$ cat config.mk
export PLATFORM = sky130hd
export DESIGN_NAME = assembly_line_tokenizer_core
export DESIGN_NICKNAME = d
export VERILOG_FILES = /design/src/rtl/altok_pkg.sv /design/src/rtl/altok_buffer.sv /design/src/rtl/assembly_line_tokenizer_core.sv
export SDC_FILE = /design/constraint.sdc
export NUM_CORES = 1
export LEC_CHECK = 0
export ABC_AREA = 1
export BUFFER_PORTS_ARGS = -buffer_cell sky130_fd_sc_hd__buf_4
export CORE_AREA = 2 2 157 159
export DETAILED_ROUTE_END_ITERATION = 12
export DIE_AREA = 0 0 159 161
export PLACE_DENSITY_LB_ADDON = 0.05
export SYNTH_ARGS = -nofsm -noshare
export SYNTH_HDL_FRONTEND = slang
export SYNTH_SLANG_ARGS = --single-unit
$ cat constraint.sdc
create_clock -name clk -period 5.7 [get_ports clk]
set_input_delay 0.57 -clock clk [delete_from_list [all_inputs] [get_ports clk]]
set_output_delay 0.57 -clock clk [all_outputs]
set_load 0.01 [all_outputs]
$ cat src/rtl/altok_pkg.sv
// Shared types, character codes and class helpers for the assembly line tokenizer.
// Depends on nothing; imported by the buffer, the tokenizer core and the bench.
package altok_pkg;

  localparam int TOKEN_LEN_DEFAULT = 32;
  localparam int LEN_W             = 6;
  localparam int KIND_W            = 3;

  localparam logic [1:0] MODE_DEFAULT  = 2'd0;
  localparam logic [1:0] MODE_REGISTER = 2'd1;
  localparam logic [1:0] MODE_ARGUMENT = 2'd2;

  localparam logic [KIND_W-1:0] KIND_LABEL    = 3'd0;
  localparam logic [KIND_W-1:0] KIND_KEYWORD  = 3'd1;
  localparam logic [KIND_W-1:0] KIND_REGISTER = 3'd2;
  localparam logic [KIND_W-1:0] KIND_INTEGER  = 3'd3;
  localparam logic [KIND_W-1:0] KIND_TARGET   = 3'd4;

  localparam logic [7:0] CH_DIGIT_LO = 8'd48;
  localparam logic [7:0] CH_DIGIT_HI = 8'd57;
  localparam logic [7:0] CH_UPPER_LO = 8'd65;
  localparam logic [7:0] CH_UPPER_HI = 8'd90;
  localparam logic [7:0] CH_LOWER_LO = 8'd97;
  localparam logic [7:0] CH_LOWER_HI = 8'd122;
  localparam logic [7:0] CH_SPACE    = 8'd32;
  localparam logic [7:0] CH_TAB      = 8'd9;
  localparam logic [7:0] CH_NEWLINE  = 8'd10;
  localparam logic [7:0] CH_COLON    = 8'd58;
  localparam logic [7:0] CH_DOLLAR   = 8'd36;
  localparam logic [7:0] CH_COMMA    = 8'd44;

  typedef struct packed {
    logic [7:0] char_code;
    logic       end_of_line;
  } char_word_t;

  typedef struct packed {
    logic [KIND_W-1:0] token_kind;
    logic [7:0]        token_char;
    logic              char_valid;
    logic [LEN_W-1:0]  token_length;
    logic              token_overflow;
    logic              last_of_token;
  } token_word_t;

  function automatic logic is_digit(logic [7:0] c);
    return (c >= CH_DIGIT_LO) && (c <= CH_DIGIT_HI);
  endfunction

  function automatic logic is_alnum(logic [7:0] c);
    return is_digit(c) || ((c >= CH_UPPER_LO) && (c <= CH_UPPER_HI)) ||
           ((c >= CH_LOWER_LO) && (c <= CH_LOWER_HI));
  endfunction

  function automatic logic is_space(logic [7:0] c);
    return (c == CH_SPACE) || (c == CH_TAB) || (c == CH_NEWLINE);
  endfunction

endpackage

$ cat src/rtl/altok_buffer.sv
// Token character buffer: one write port, one read port, registered read data.
// Depends on altok_pkg for the default depth.
module altok_buffer
  import altok_pkg::*;
#(
  parameter int DEPTH  = TOKEN_LEN_DEFAULT,
  parameter int ADDR_W = (DEPTH > 1) ? $clog2(DEPTH) : 1
) (
  input  logic              clk,
  input  logic              wr_en,
  input  logic [ADDR_W-1:0] wr_addr,
  input  logic [7:0]        wr_data,
  input  logic              rd_en,
  input  logic [ADDR_W-1:0] rd_addr,
  output logic [7:0]        rd_data
);

  logic [7:0] mem [DEPTH];

  always_ff @(posedge clk) begin
    if (wr_en) begin
      mem[wr_addr] <= wr_data;
    end
  end

  // read data holds until the next read
  always_ff @(posedge clk) begin
    if (rd_en) begin
      rd_data <= mem[rd_addr];
    end
  end

endmodule

$ cat src/rtl/assembly_line_tokenizer_core.sv
// Assembly line tokenizer core: mode tracking, token store and readout sequencer.
// Depends on altok_pkg and altok_buffer.
//
// Takes one character word per accepted handshake and splits the stream into
// tokens (label, keyword, register, integer, target). Characters of the
// pending token sit in a small synchronous buffer. A character that does not
// close a token is taken without stalling intake. When a token closes, intake
// stalls and the token is read out of the buffer one character per result
// word, each by a buffer read, then an output register load that waits while
// the output is held downstream. The single read port and registered data
// keep the readout to one character at a time; an empty token gives one word.
// The output register lets the next character be taken while the last result
// word waits downstream. Characters past MAX_TOKEN_LEN are dropped, flagged.
module assembly_line_tokenizer_core
  import altok_pkg::*;
#(
  parameter int MAX_TOKEN_LEN = TOKEN_LEN_DEFAULT
) (
  input  logic        clk,
  input  logic        rst,
  input  char_word_t  chars,
  input  logic        chars_valid,
  output logic        chars_stall,
  output token_word_t tokens,
  output logic        tokens_valid,
  input  logic        tokens_stall
);

  localparam int CW = $clog2(MAX_TOKEN_LEN + 1);
  localparam int AW = (MAX_TOKEN_LEN > 1) ? $clog2(MAX_TOKEN_LEN) : 1;
  localparam logic [CW-1:0] CNT_MAX = CW'(MAX_TOKEN_LEN);

  localparam logic [1:0] ST_IDLE  = 2'd0;  // taking characters
  localparam logic [1:0] ST_READ  = 2'd1;  // issue buffer read
  localparam logic [1:0] ST_WAIT  = 2'd2;  // buffer data ready, load output
  localparam logic [1:0] ST_EMPTY = 2'd3;  // empty token result

  logic [1:0]        state, state_next;
  logic [1:0]        mode, mode_next;
  logic [CW-1:0]     count;
  logic              dropped;
  logic              first_digit;

  // latched token being emitted
  logic [KIND_W-1:0] emit_kind;
  logic [CW-1:0]     emit_len;
  logic              emit_ovf;
  logic [CW-1:0]     rd_idx;

  token_word_t       out_q;
  logic              out_valid;

  // step decode
  logic              accept;
  logic [7:0]        c;
  logic              c_alnum, c_space, c_digit;
  logic              store, emit;
  logic              do_write;
  logic [KIND_W-1:0] kind;
  logic [CW-1:0]     cnt_st;
  logic              drop_st;
  logic              first_st;

  logic [7:0]        rd_data;
  logic              out_free;
  logic [CW-1:0]     rd_idx_inc;
  logic              read_last;

  assign accept   = chars_valid && !chars_stall;
  assign c        = chars.char_code;
  assign c_alnum  = is_alnum(c);
  assign c_space  = is_space(c);
  assign c_digit  = is_digit(c);
  assign out_free = !out_valid || !tokens_stall;

  assign rd_idx_inc = rd_idx + CW'(1);
  assign read_last  = (rd_idx_inc == emit_len);

  always_comb begin
    store     = 1'b0;
    emit      = 1'b0;
    kind      = KIND_KEYWORD;
    mode_next = mode;
    unique case (mode)
      MODE_REGISTER: begin
        if (c_alnum) begin
          store = 1'b1;
        end else if (c_space || (c == CH_COMMA)) begin
          emit      = 1'b1;
          kind      = KIND_REGISTER;
          mode_next = (c == CH_COMMA) ? MODE_ARGUMENT : MODE_DEFAULT;
        end
      end
      MODE_ARGUMENT: begin
        if (c_alnum) begin
          store = 1'b1;
        end else if (c == CH_DOLLAR) begin
          mode_next = MODE_REGISTER;
        end else if (c_space && (count != '0)) begin
          emit      = 1'b1;
          kind      = KIND_INTEGER;
          mode_next = MODE_DEFAULT;
        end
      end
      default: begin
        // the unused mode code behaves as default mode
        mode_next = MODE_DEFAULT;
        if (c_alnum) begin
          store = 1'b1;
        end else if (c == CH_COLON) begin
          emit = 1'b1;
          kind = KIND_LABEL;
        end else if (c_space && (count != '0)) begin
          emit = 1'b1;
          kind = KIND_KEYWORD;
        end else if (c == CH_DOLLAR) begin
          mode_next = MODE_REGISTER;
        end
      end
    endcase

    // character store, with overflow drop
    do_write = store && (count < CNT_MAX);
    cnt_st   = do_write ? (count + CW'(1)) : count;
    drop_st  = dropped || (store && !do_write);
    first_st = (do_write && (count == '0)) ? c_digit : first_digit;

    // end-of-line flush, only in default and argument modes
    if (chars.end_of_line && !emit && (cnt_st != '0) && (mode != MODE_REGISTER)) begin
      emit = 1'b1;
      kind = (mode == MODE_ARGUMENT) ? (first_st ? KIND_INTEGER : KIND_TARGET)
                                     : KIND_KEYWORD;
    end
  end

  always_comb begin
    state_next = state;
    unique case (state)
      ST_IDLE: begin
        if (accept && emit) begin
          state_next = (cnt_st == '0) ? ST_EMPTY : ST_READ;
        end
      end
      ST_READ: begin
        state_next = ST_WAIT;
      end
      ST_WAIT: begin
        if (out_free) begin
          state_next = read_last ? ST_IDLE : ST_READ;
        end
      end
      ST_EMPTY: begin
        if (out_free) begin
          state_next = ST_IDLE;
        end
      end
    endcase
  end

  always_ff @(posedge clk) begin
    if (rst) begin
      state       <= ST_IDLE;
      mode        <= MODE_DEFAULT;
      count       <= '0;
      dropped     <= 1'b0;
      first_digit <= 1'b0;
    end else begin
      state <= state_next;
      if (accept) begin
        mode        <= mode_next;
        first_digit <= first_st;
        if (emit) begin
          count   <= '0;
          dropped <= 1'b0;
        end else begin
          count   <= cnt_st;
          dropped <= drop_st;
        end
      end
    end
  end

  always_ff @(posedge clk) begin
    if (accept && emit) begin
      emit_kind <= kind;
      emit_len  <= cnt_st;
      emit_ovf  <= drop_st;
      rd_idx    <= '0;
    end else if ((state == ST_WAIT) && out_free) begin
      rd_idx <= rd_idx_inc;
    end
  end

  altok_buffer #(
    .DEPTH  (MAX_TOKEN_LEN),
    .ADDR_W (AW)
  ) u_buffer (
    .clk     (clk),
    .wr_en   (accept && do_write),
    .wr_addr (count[AW-1:0]),
    .wr_data (c),
    .rd_en   (state == ST_READ),
    .rd_addr (rd_idx[AW-1:0]),
    .rd_data (rd_data)
  );

  // output word register
  always_ff @(posedge clk) begin
    if (rst) begin
      out_valid <= 1'b0;
    end else if (((state == ST_WAIT) || (state == ST_EMPTY)) && out_free) begin
      out_valid <= 1'b1;
    end else if (!tokens_stall) begin
      out_valid <= 1'b0;
    end
  end

  always_ff @(posedge clk) begin
    if ((state == ST_WAIT) && out_free) begin
      out_q.token_kind     <= emit_kind;
      out_q.token_char     <= rd_data;
      out_q.char_valid     <= 1'b1;
      out_q.token_length   <= LEN_W'(emit_len);
      out_q.token_overflow <= emit_ovf;
      out_q.last_of_token  <= read_last;
    end else if ((state == ST_EMPTY) && out_free) begin
      out_q.token_kind     <= emit_kind;
      out_q.token_char     <= 8'd0;
      out_q.char_valid     <= 1'b0;
      out_q.token_length   <= '0;
      out_q.token_overflow <= emit_ovf;
      out_q.last_of_token  <= 1'b1;
    end
  end

  assign chars_stall  = (state != ST_IDLE);
  assign tokens       = out_q;
  assign tokens_valid = out_valid;

`ifndef SYNTH
  // fill count never passes the buffer depth
  a_count_bound: assert property (@(posedge clk) disable iff (rst)
    count <= CNT_MAX)
    else $error("token count beyond buffer depth");

  // an empty token word is a single closing word of length zero
  a_empty_word: assert property (@(posedge clk) disable iff (rst)
    (tokens_valid && !tokens.char_valid) |->
      ((tokens.token_length == '0) && tokens.last_of_token))
    else $error("empty token word malformed");

  // words inside one token keep its kind
  a_kind_steady: assert property (@(posedge clk) disable iff (rst)
    (tokens_valid && !tokens_stall && !tokens.last_of_token) |=>
      (!tokens_valid || (tokens.token_kind == $past(tokens.token_kind))))
    else $error("token kind changed within a token");

  // intake is held while a token is read out
  a_no_intake_in_readout: assert property (@(posedge clk) disable iff (rst)
    (accept && emit) |=> (chars_stall && (out_valid || (state != ST_IDLE) ||
                                           $past(state) == ST_IDLE)))
    else $error("character taken during token readout");
`endif

endmodule

### After elaboration in Yosys (flattened, before gate mapping)

Memory sizes are Yosys's and may differ from the RTL's. A register that Yosys moved wholly into a read port is not among the register bits.
Index checks and enable logic that the tools add are counted.

* word-level logic and storage cells: 133
* register bits after elaboration: 49
* memory bits (writable): 256
* memories: 1

* muxes and demuxes: 48
* reduce and logical (&&, ||, !) cells: 38
* order comparisons: 7
* equal/unequal tests: 21
* add/subtract/negate cells: 2

Memory list
* u_buffer.mem: depth 32, bits a word 8, read ports 1, clocked after Yosys merged registers in 1, write ports 1, line altok_buffer.sv:18 `logic [7:0] mem [DEPTH];`

Operator list (count)
* $mux W20: 2
* $eq A8 B6 Y1 const B: 4
* $mux W2: 15
* $mux W1: 22
* $eq A8 B4 Y1 const B: 2
* $ge A8 B7 Y1 const B: 2
* $le A8 B7 Y1 const B: 2
* $logic_and A1 B1 Y1: 16
* $add A6 B1 Y6 const B: 2
* $logic_not A6 Y1: 2
* $mux W6: 2
* $ne A2 B2 Y1 const B: 6
* $reduce_bool A6 Y1: 2
* $mux W3: 3
* $ge A8 B6 Y1 const B: 1
* $le A8 B6 Y1 const B: 1
* $logic_or A1 B1 Y1: 8
* $pmux W2 S4: 1
* $eq A2 B2 Y1 const B: 3
* $eq A6 B6 Y1: 1
* $lt A6 B6 Y1 const B: 1
* $pmux W3 S2: 1
* $logic_not A1 Y1: 5
* $reduce_and A5 Y1: 1
* 8 further kinds: 11

### Depth between registers and ports, before layout

Gate-level depths: netlist (run 1).

* depth after elaboration: 16
* depth in mapped cells: 16
* depth with buffers taken out: 16

### By module

A second synthesis (run 1) with hierarchy kept.

* cells, all modules: 1214
* area, all modules: 13370.3 µm²

By module, submodules not included
* altok_buffer: area each 10866.7 µm², cells an instance 922, instances 1, sequential area each 7927.6 µm²
* assembly_line_tokenizer_core: area each 2503.7 µm², cells an instance 292, instances 1, sequential area each 1271.2 µm²

### Worst setup path before layout (run 1)

OpenSTA, ideal clock, no wires.

* path type: in2reg
* start point: input tokens_stall
* end point: register rd_idx[1]
* arrival time: 2642 ps
* slack: 2925 ps
* library setup time: 133 ps
* buffers on the path: 1
* stages on the path: 9
* required time: 5567 ps
* path through: nand2_1 inv_1 nor2_1 inv_1 nor2_2 inv_1 clkbuf_1 nor2_1 a211oi_2

* word-level cells in the longest chain between the ends: 3

RTL lines
* start: declaration: line assembly_line_tokenizer_core.sv:26 `input logic tokens_stall`
* $logic_not A1 Y1
* $logic_or A1 B1 Y1: line assembly_line_tokenizer_core.sv:74 `assign out_free = !out_valid || !tokens_stall;`
* $logic_and A1 B1 Y1: line assembly_line_tokenizer_core.sv:189 `end else if ((state == ST_WAIT) && out_free) begin`
* end signal: assignment: line assembly_line_tokenizer_core.sv:190 `rd_idx <= rd_idx_inc;`
* end: declaration: line assembly_line_tokenizer_core.sv:48 `logic [CW-1:0] rd_idx;`

Every way passes these cells.
A chain may end at the register's enable or synchronous reset.

### Final worst setup path (run 1)

* start point: register state[1]
* end point: memory u_buffer.mem[1][6] (enable)

* word-level cells in the longest chain between the ends: 6

RTL lines
* start: declaration: line assembly_line_tokenizer_core.sv:38 `logic [1:0] state, state_next;`
* start signal: assignment: line assembly_line_tokenizer_core.sv:168 `state <= state_next;`
* $reduce_bool A2 Y1: line assembly_line_tokenizer_core.sv:236 `assign chars_stall = (state != ST_IDLE);`
* $logic_not A1 Y1: line assembly_line_tokenizer_core.sv:69 `assign accept = chars_valid && !chars_stall;`
* $logic_and A1 B1 Y1: line assembly_line_tokenizer_core.sv:69
* $logic_and A1 B1 Y1: line assembly_line_tokenizer_core.sv:199 `.wr_en (accept && do_write),`
* $mux W1: line altok_buffer.sv:21 `if (wr_en) begin`
* $mux W1 (not written as such): line altok_buffer.sv:22 `mem[wr_addr] <= wr_data;`
* end: declaration: line altok_buffer.sv:18

Every way passes these cells.

==> impl_results.md, run 1 <==
* Status: completed
* Worst-Margin Slew at ~1200 ps
* Cts-stage hold buffer count at 0
* Cell Chain, Critical Path: nor2_1, inv_1, nor2_2, clkinv_1, nor2_1, nand2_1, nor2_1
* Mapped Nets at 1,121
* CP Capture Type: flop
* Row count at 57
* Area growth syn-to-layout at 12.5%
* Most used cell, CP: nor2_1
* RSZ-0062 raised after global routing: false
* First-pass GRT wire length at a little under 50 mm
* GRT overflow at 0
* Diodes inserted at 0
* VDD IR max at 0.000256 V
* Crit Path Max Fanout at 10
* Fin crit share at 0.537
* Final hold vios at 0
* Vias in the first global route at just over 8,000
* Antenna violations before repair at 0
* WHS Path Cells at 2
* Vias at approximately 8,500
* Post-synthesis xor/xnor area fraction at 0.00407
* Per-cell routed wire length at 21.3 microns
* Largest net degree at the start of global routing at just under 100
* Clock Sinks at 313
* # setup viols final at 0
* IO buf count at 34
* Hold crit path type: in2reg
* H-tree depth at 2
* Share of post-route cells with drive strength above 1 at 0.108
* CTS buffer count at 34
* Final Net Count at approximately 1,100
* Drt first pass iters at 5
* Fin crit period at approximately 3100 ps
* GRT Util Overall at 0.250
* Max_slew headroom at 0.197
* Initial core utilization at 0.539
* Routability Congestion at between 0.8 and 0.9
* Die height at 161 microns
* Critical Path Slowest Stage Cell: nor2_1
* Resize count post-CTS at 0
* # placed instances at 1,407
* Simple-gate share of the synthesized area at 0.121
* DR iter-0 viols at ~1,000
* CTS tree: built
* Layout Utilization at 0.606
* Setup TNS at 0 ps
* DRC violations left at 0
* Syn Inst Count at 1,101
* Final Skew at 19.2 ps
* Mapped cell area at ~0.013 sq mm
* Yosys reg bits at 313
* Post-CTS Setup Inserts at 0
* Die area at between 0.02 and 0.03 sq mm
* Die X at ~160 microns
* Path depth of the worst reg2reg path at 7
* Clk root buf: clkbuf_16
* Total wire length at 31.2 mm
* Max Freq at 327 MHz
* Arr. time, crit path at approximately 3200 ps
* Startpoint types: flop
* Main combinational cell family by area after synthesis: simple AND/OR/NAND/NOR gates
* Sequential share of the synthesized area at 0.712
* Setup CP Type: reg2reg
* CTS max path bufs at 3
* Critical Path Max Stage Delay at between 600 and 700 ps
* Library cells used by synthesis at 37
* Vias/cell at 5.77
* Hpwl dp at between 15 and 20 mm
* Worst EP required at approximately 6000 ps
* Pleak at 5.00 nW
* Synth warn at 0
* Clk_lat worst skew at approximately 500 ps
* Multiplexer area fraction after synthesis at 0
* Fin cells at around 1,500
* Hold_ws at around 350 ps
* Slew Viols, Final at 0
* Synthesized-area fraction occupied by adder cells at 0.00678
* Antenna Nets Post-Route at 0
* Clock transition at path regs at 60 ps
* Io pins at 35
* Pwr/cell area at ~460 mW/mm^2
* Placeable Area at approximately 0.024 sq mm
* Max cap viols at 0
* Post-synthesis compound-gate area fraction at 0.119
* Avg Cell Area, Syn at 11.7 sq um
-- per-layer routing --
metal,routed length (microns),vias up,GRT usage
met1,14100,4064,0.374
met5,0,-,0
li1,-,3976,-
met2,13900,354,0.380
met4,1050,0,0.0872
met3,2190,71,0.0367
-- where the power goes --
part	switching (mW)	internal, mW
Combinational	1.28	0.522
Sequential	0.0839	2.60
Clock	0.843	1.32
-- cell usage after synthesis --
master / number / share of area
nor4_1: 3 / 0.0015
clkinv_1: 1 / 0.00029
nand3_1: 26 / 0.010
nand2_2: 1 / 0.00048
nand3_2: 2 / 0.0015
a211oi_1: 1 / 0.00058
nand2_1: 97 / 0.028
o21ai_1: 4 / 0.0015
a211oi_2: 5 / 0.0048
buf_1: 1 / 0.00029
o21ai_0: 151 / 0.059
nand4_1: 4 / 0.0019
a21oi_2: 5 / 0.0034
inv_2: 5 / 0.0015
xor2_1: 4 / 0.0027
o21ai_2: 1 / 0.00068
nor3_4: 1 / 0.0013
nor3_1: 5 / 0.0019
dfxtp_1: 20 / 0.031
nor2_4: 1 / 0.00087
a31oi_1: 1 / 0.00048
nor3_2: 1 / 0.00077
nor2_2: 3 / 0.0015
buf_2: 6 / 0.0023
o31ai_1: 6 / 0.0035
edfxtp_1: 293 / 0.68
ha_1: 7 / 0.0068
or2_2: 1 / 0.00048
xnor2_1: 2 / 0.0014
nand3b_1: 1 / 0.00058
o211ai_1: 3 / 0.0017
clkbuf_1: 53 / 0.015
a21oi_1: 20 / 0.0077
nor2_1: 230 / 0.067
o22ai_1: 75 / 0.036
inv_1: 57 / 0.017
nand2_4: 4 / 0.0035
-- critical path, delay by kind of cell (launching register included) --
family | cells | cell delay [ps]
buffers and inverters | 2 | 480
flip-flops | 1 | 340
AND/OR/NAND/NOR | 5 | 1860
-- final timing paths --
kind,start,endpoint,slack [ps]
setup / recovery,state[1],u_buffer.mem[1][6],2640
hold / removal,rst,count[1],350
setup reg to reg,state[1],u_buffer.mem[1][6],2640
hold reg to reg,tokens[8],tokens[8],450
-- flip-flops by register name, indices dropped and copies added (netlist names) --
register,cells
first_digit,1
dropped,1
emit_kind,3
tokens_valid,1
u_buffer.rd_data,8
u_buffer.mem,256
emit_ovf,1
mode,2
count,6
rd_idx,6
emit_len,6
state,2
tokens,20
-- final cells by class --
| cell class | instances | area (sq um) |
|---|---|---|
| fill | 2016 | 9430 |
| multi-input combinational | 665 | 3260 |
| tap | 324 | 405 |
| clock buffer | 44 | 920 |
| clock inverter | 16 | 181 |
| sequential | 313 | 9200 |
| inverter | 63 | 238 |
| timing repair buffer | 42 | 328 |
-- logic make-up after synthesis --
group,count (synthesis)
xor gates and xnor gates,6
and+or+nand+nor,380
adders and majority gates,7
AOI/OAI and AO/OA,272
buffers and inverters,123
DFF,313
-- metrics by stage --
| stage | area, sq um | setup WS [ps] | total power [mW] |
|---|---|---|---|
| 2_1_floorplan | 12900 | 2930 | 3.88 |
| 3_3_place_gp | 13400 | 2330 | 4.51 |
| 3_5_place_dp | 13400 | 2220 | 4.51 |
| 4_1_cts | 14500 | 2600 | 6.66 |
| 5_1_grt | 14500 | 2380 | 6.97 |
| 6_report | 14500 | 2640 | 6.65 |
-- cell usage in the layout, fill, tap and decap left out, drive strengths merged --
cell	instances
edfxtp	293
nor2	234
o21ai	156
nand2	102
o22ai	75
inv	62
clkbuf	44
buf	42
nand3	28
a21oi	25
dfxtp	20
clkinv	12
ha	7
nor3	7
o31ai	6
a211oi	6
nand4	4
xor2	4
bufinv	4
o211ai	3
nor4	3
xnor2	2
a31oi	1
or2	1
nand3b	1
clkinvlp	1
Power figures use the tool's default switching activity.
==> run 2, diff against run 1 <==
==> constraint.sdc (replaced) <==
create_clock -name clk -period 2.9 [get_ports clk]
set_input_delay 0.29 -clock clk [delete_from_list [all_inputs] [get_ports clk]]
set_output_delay 0.29 -clock clk [all_outputs]
set_load 0.01 [all_outputs]
==> run 2 against run 1 <==
Effect of this change:
- total power up 97%
- sequential share of layout area down 1.6 points
- flip-flop and latch count unchanged
- critical path type unchanged
- largest cell class unchanged
- largest power group unchanged
==> impl_results.md, run 2 (synthesis results as in run 1) <==
* Worst reg2reg setup slack at about 520 ps
* WHS Path Cells at 1
* Setup TNS at 0 ps
* Hold Crit Endpoint: u_buffer.mem[14][5]
* Clock Sinks at about 310
* VDD IR max at 0.000510 V
* Vias/cell at around 5.6
* Post-route cell area at approximately 0.015 sq mm
* Die X at 159 microns
* Resize count post-CTS at 0
* GR Util met2 at 0.396
* Die area at between 0.02 and 0.03 sq mm
* Min-Delay Startpoint: chars[6]
* CTS max path bufs at 3
* DRC violations left at 0
* Largest net degree at the start of global routing at 63
* Slew Viols, Final at 0
* Hpwl dp at between 15 and 20 mm
* Multi-input gate area at about 0.0033 sq mm
* Reg2Reg Capture Point: emit_ovf
* Critical Path Start: count[2]
* Startpoint types: flop
* Largest register by flop count: u_buffer.mem
* Die height at 161 microns
* Final Net Count at about 1,200
* Initial core utilization at 0.539
* Final Skew at between 10 and 15 ps
* Placed cell area at around 0.014 sq mm
* Fin crit share at 0.820
* Worst EP required at between 3000 and 4000 ps
* Diodes inserted at 0
* Placeable Area at 0.0240 sq mm
* Antenna Nets Post-Route at 0
* Clk_lat worst skew at 500 ps
* Max Freq at approximately 420 MHz
* Fin crit period at around 2400 ps
* Cts-stage hold buffer count at 0
* Most frequent cells in the layout: edfxtp_1 (293), nor2_1 (230), o21ai_0 (151)
* Status: completed
* Fillers at roughly 2,000
* CTS tree: built
* Per-cell routed wire length at ~20 microns
* Post-CTS Setup Inserts at 0
* Pleak at between 5 and 6 nW
* Max_slew headroom at 0.448
* Io pins at 35
* Max reg flops at approximately 260
* Worst-Margin Slew at a little over 800 ps
* Met1 usage at 0.331
* Clk root buf: clkbuf_16
* Total wire length at 30.4 mm
* Setup CP Type: reg2reg
* RSZ-0062 raised after global routing: false
* Gr busiest metal: met2
* GRT overflow at 0
* Vias in the first global route at roughly 8,400
* Final WS setup at ~520 ps
* # setup viols final at 0
* Clock transition at path regs at 60 ps
* H-tree depth at 2
* Final hold vios at 0
* Row count at 57
* Hold crit path type: in2reg
* Antenna violations before repair at 1
* Area growth syn-to-layout at 15.4%
* Crit Path Max Fanout at 18
* Max cap viols at 0
* Vias at roughly 8,500
* Leading cell type in the layout, fill and taps excluded: edfxtp_1
* Arr. time, crit path at 2540 ps
* Path depth of the worst reg2reg path at 10
* CTS buffer count at 34
* First-pass GRT wire length at 47.4 mm
* Share of post-route cells with drive strength above 1 at 0.145
* Dpl ws at just under 300 ps
* Routability Congestion at a little under 0.9
* GR Layer Usage met3 at 0.0370
* Hold_ws at about 54 ps
* Register area at 0.00920 sq mm
* GRT Util Overall at 0.241
* CP Capture Type: flop
* IO buf count at 34
* Drt first pass iters at 6
* Worst reg2reg path startpoint: count[2]
* DR iter-0 viols at 782
* Pwr/cell area at approximately 880 mW/mm^2
run 2: cell types whose count changed in the layout (fill, tap and decap cells not counted):
cell and delta:
bufinv_16 -1, buf_4 +46, clkinv_2 +3, clkinvlp_4 -1
clkinv_1 +1, clkbuf_1 -1, clkbuf_8 -1, buf_12 +3
run 2: metal layers:
metal / routed length [microns] / part of all wire
met4: 1040 / 0.034
met1: 13200 / 0.43
met3: 1480 / 0.049
met5: 0 / 0
met2: 14600 / 0.48
run 2: through the flow:
step           instances  utilization  power (mW)
6_report            1516        0.622        13.1
5_1_grt             1516        0.622        13.7
4_1_cts             1516        0.622        13.2
3_5_place_dp        1456        0.577        9.05
3_3_place_gp        1456        0.577        9.02
2_1_floorplan       1101            -        7.62
run 2: worst max-delay path by stage:
| stage | slack (ps) | endpoint |
|---|---|---|
| 2_1_floorplan | 360 | rd_idx[1] |
| 3_3_place_gp | 400 | u_buffer.mem[10][0] |
| 3_5_place_dp | 300 | u_buffer.mem[10][0] |
| 4_1_cts | 500 | emit_len[2] |
| 5_1_grt | 300 | emit_ovf |
| 6_report | 520 | emit_ovf |
run 2: layout make-up:
type | count | share of cell area
clock buffer | 42 | 0.0605
clock inverter | 18 | 0.0109
inverter | 63 | 0.0160
multi-input combinational | 665 | 0.218
sequential | 313 | 0.618
tap | 324 | 0.0272
timing repair buffer | 91 | 0.0492
run 2: critical path: stages, from the launching register on:
cell and delay [ps]:
dfxtp_1 550, nand3_1 310, o21ai_0 260, nand3_1 100
nand2_1 120, nor2_1 60, nand3_2 110, nand2_4 70
nand2_4 90, nand2_2 60, inv_2 290
run 2: power breakdown:
group / switching, mW / internal [mW]
logic: 2.59 / 1.17
clock network: 1.67 / 2.48
registers: 0.0888 / 5.11
total: 4.34 / 8.75
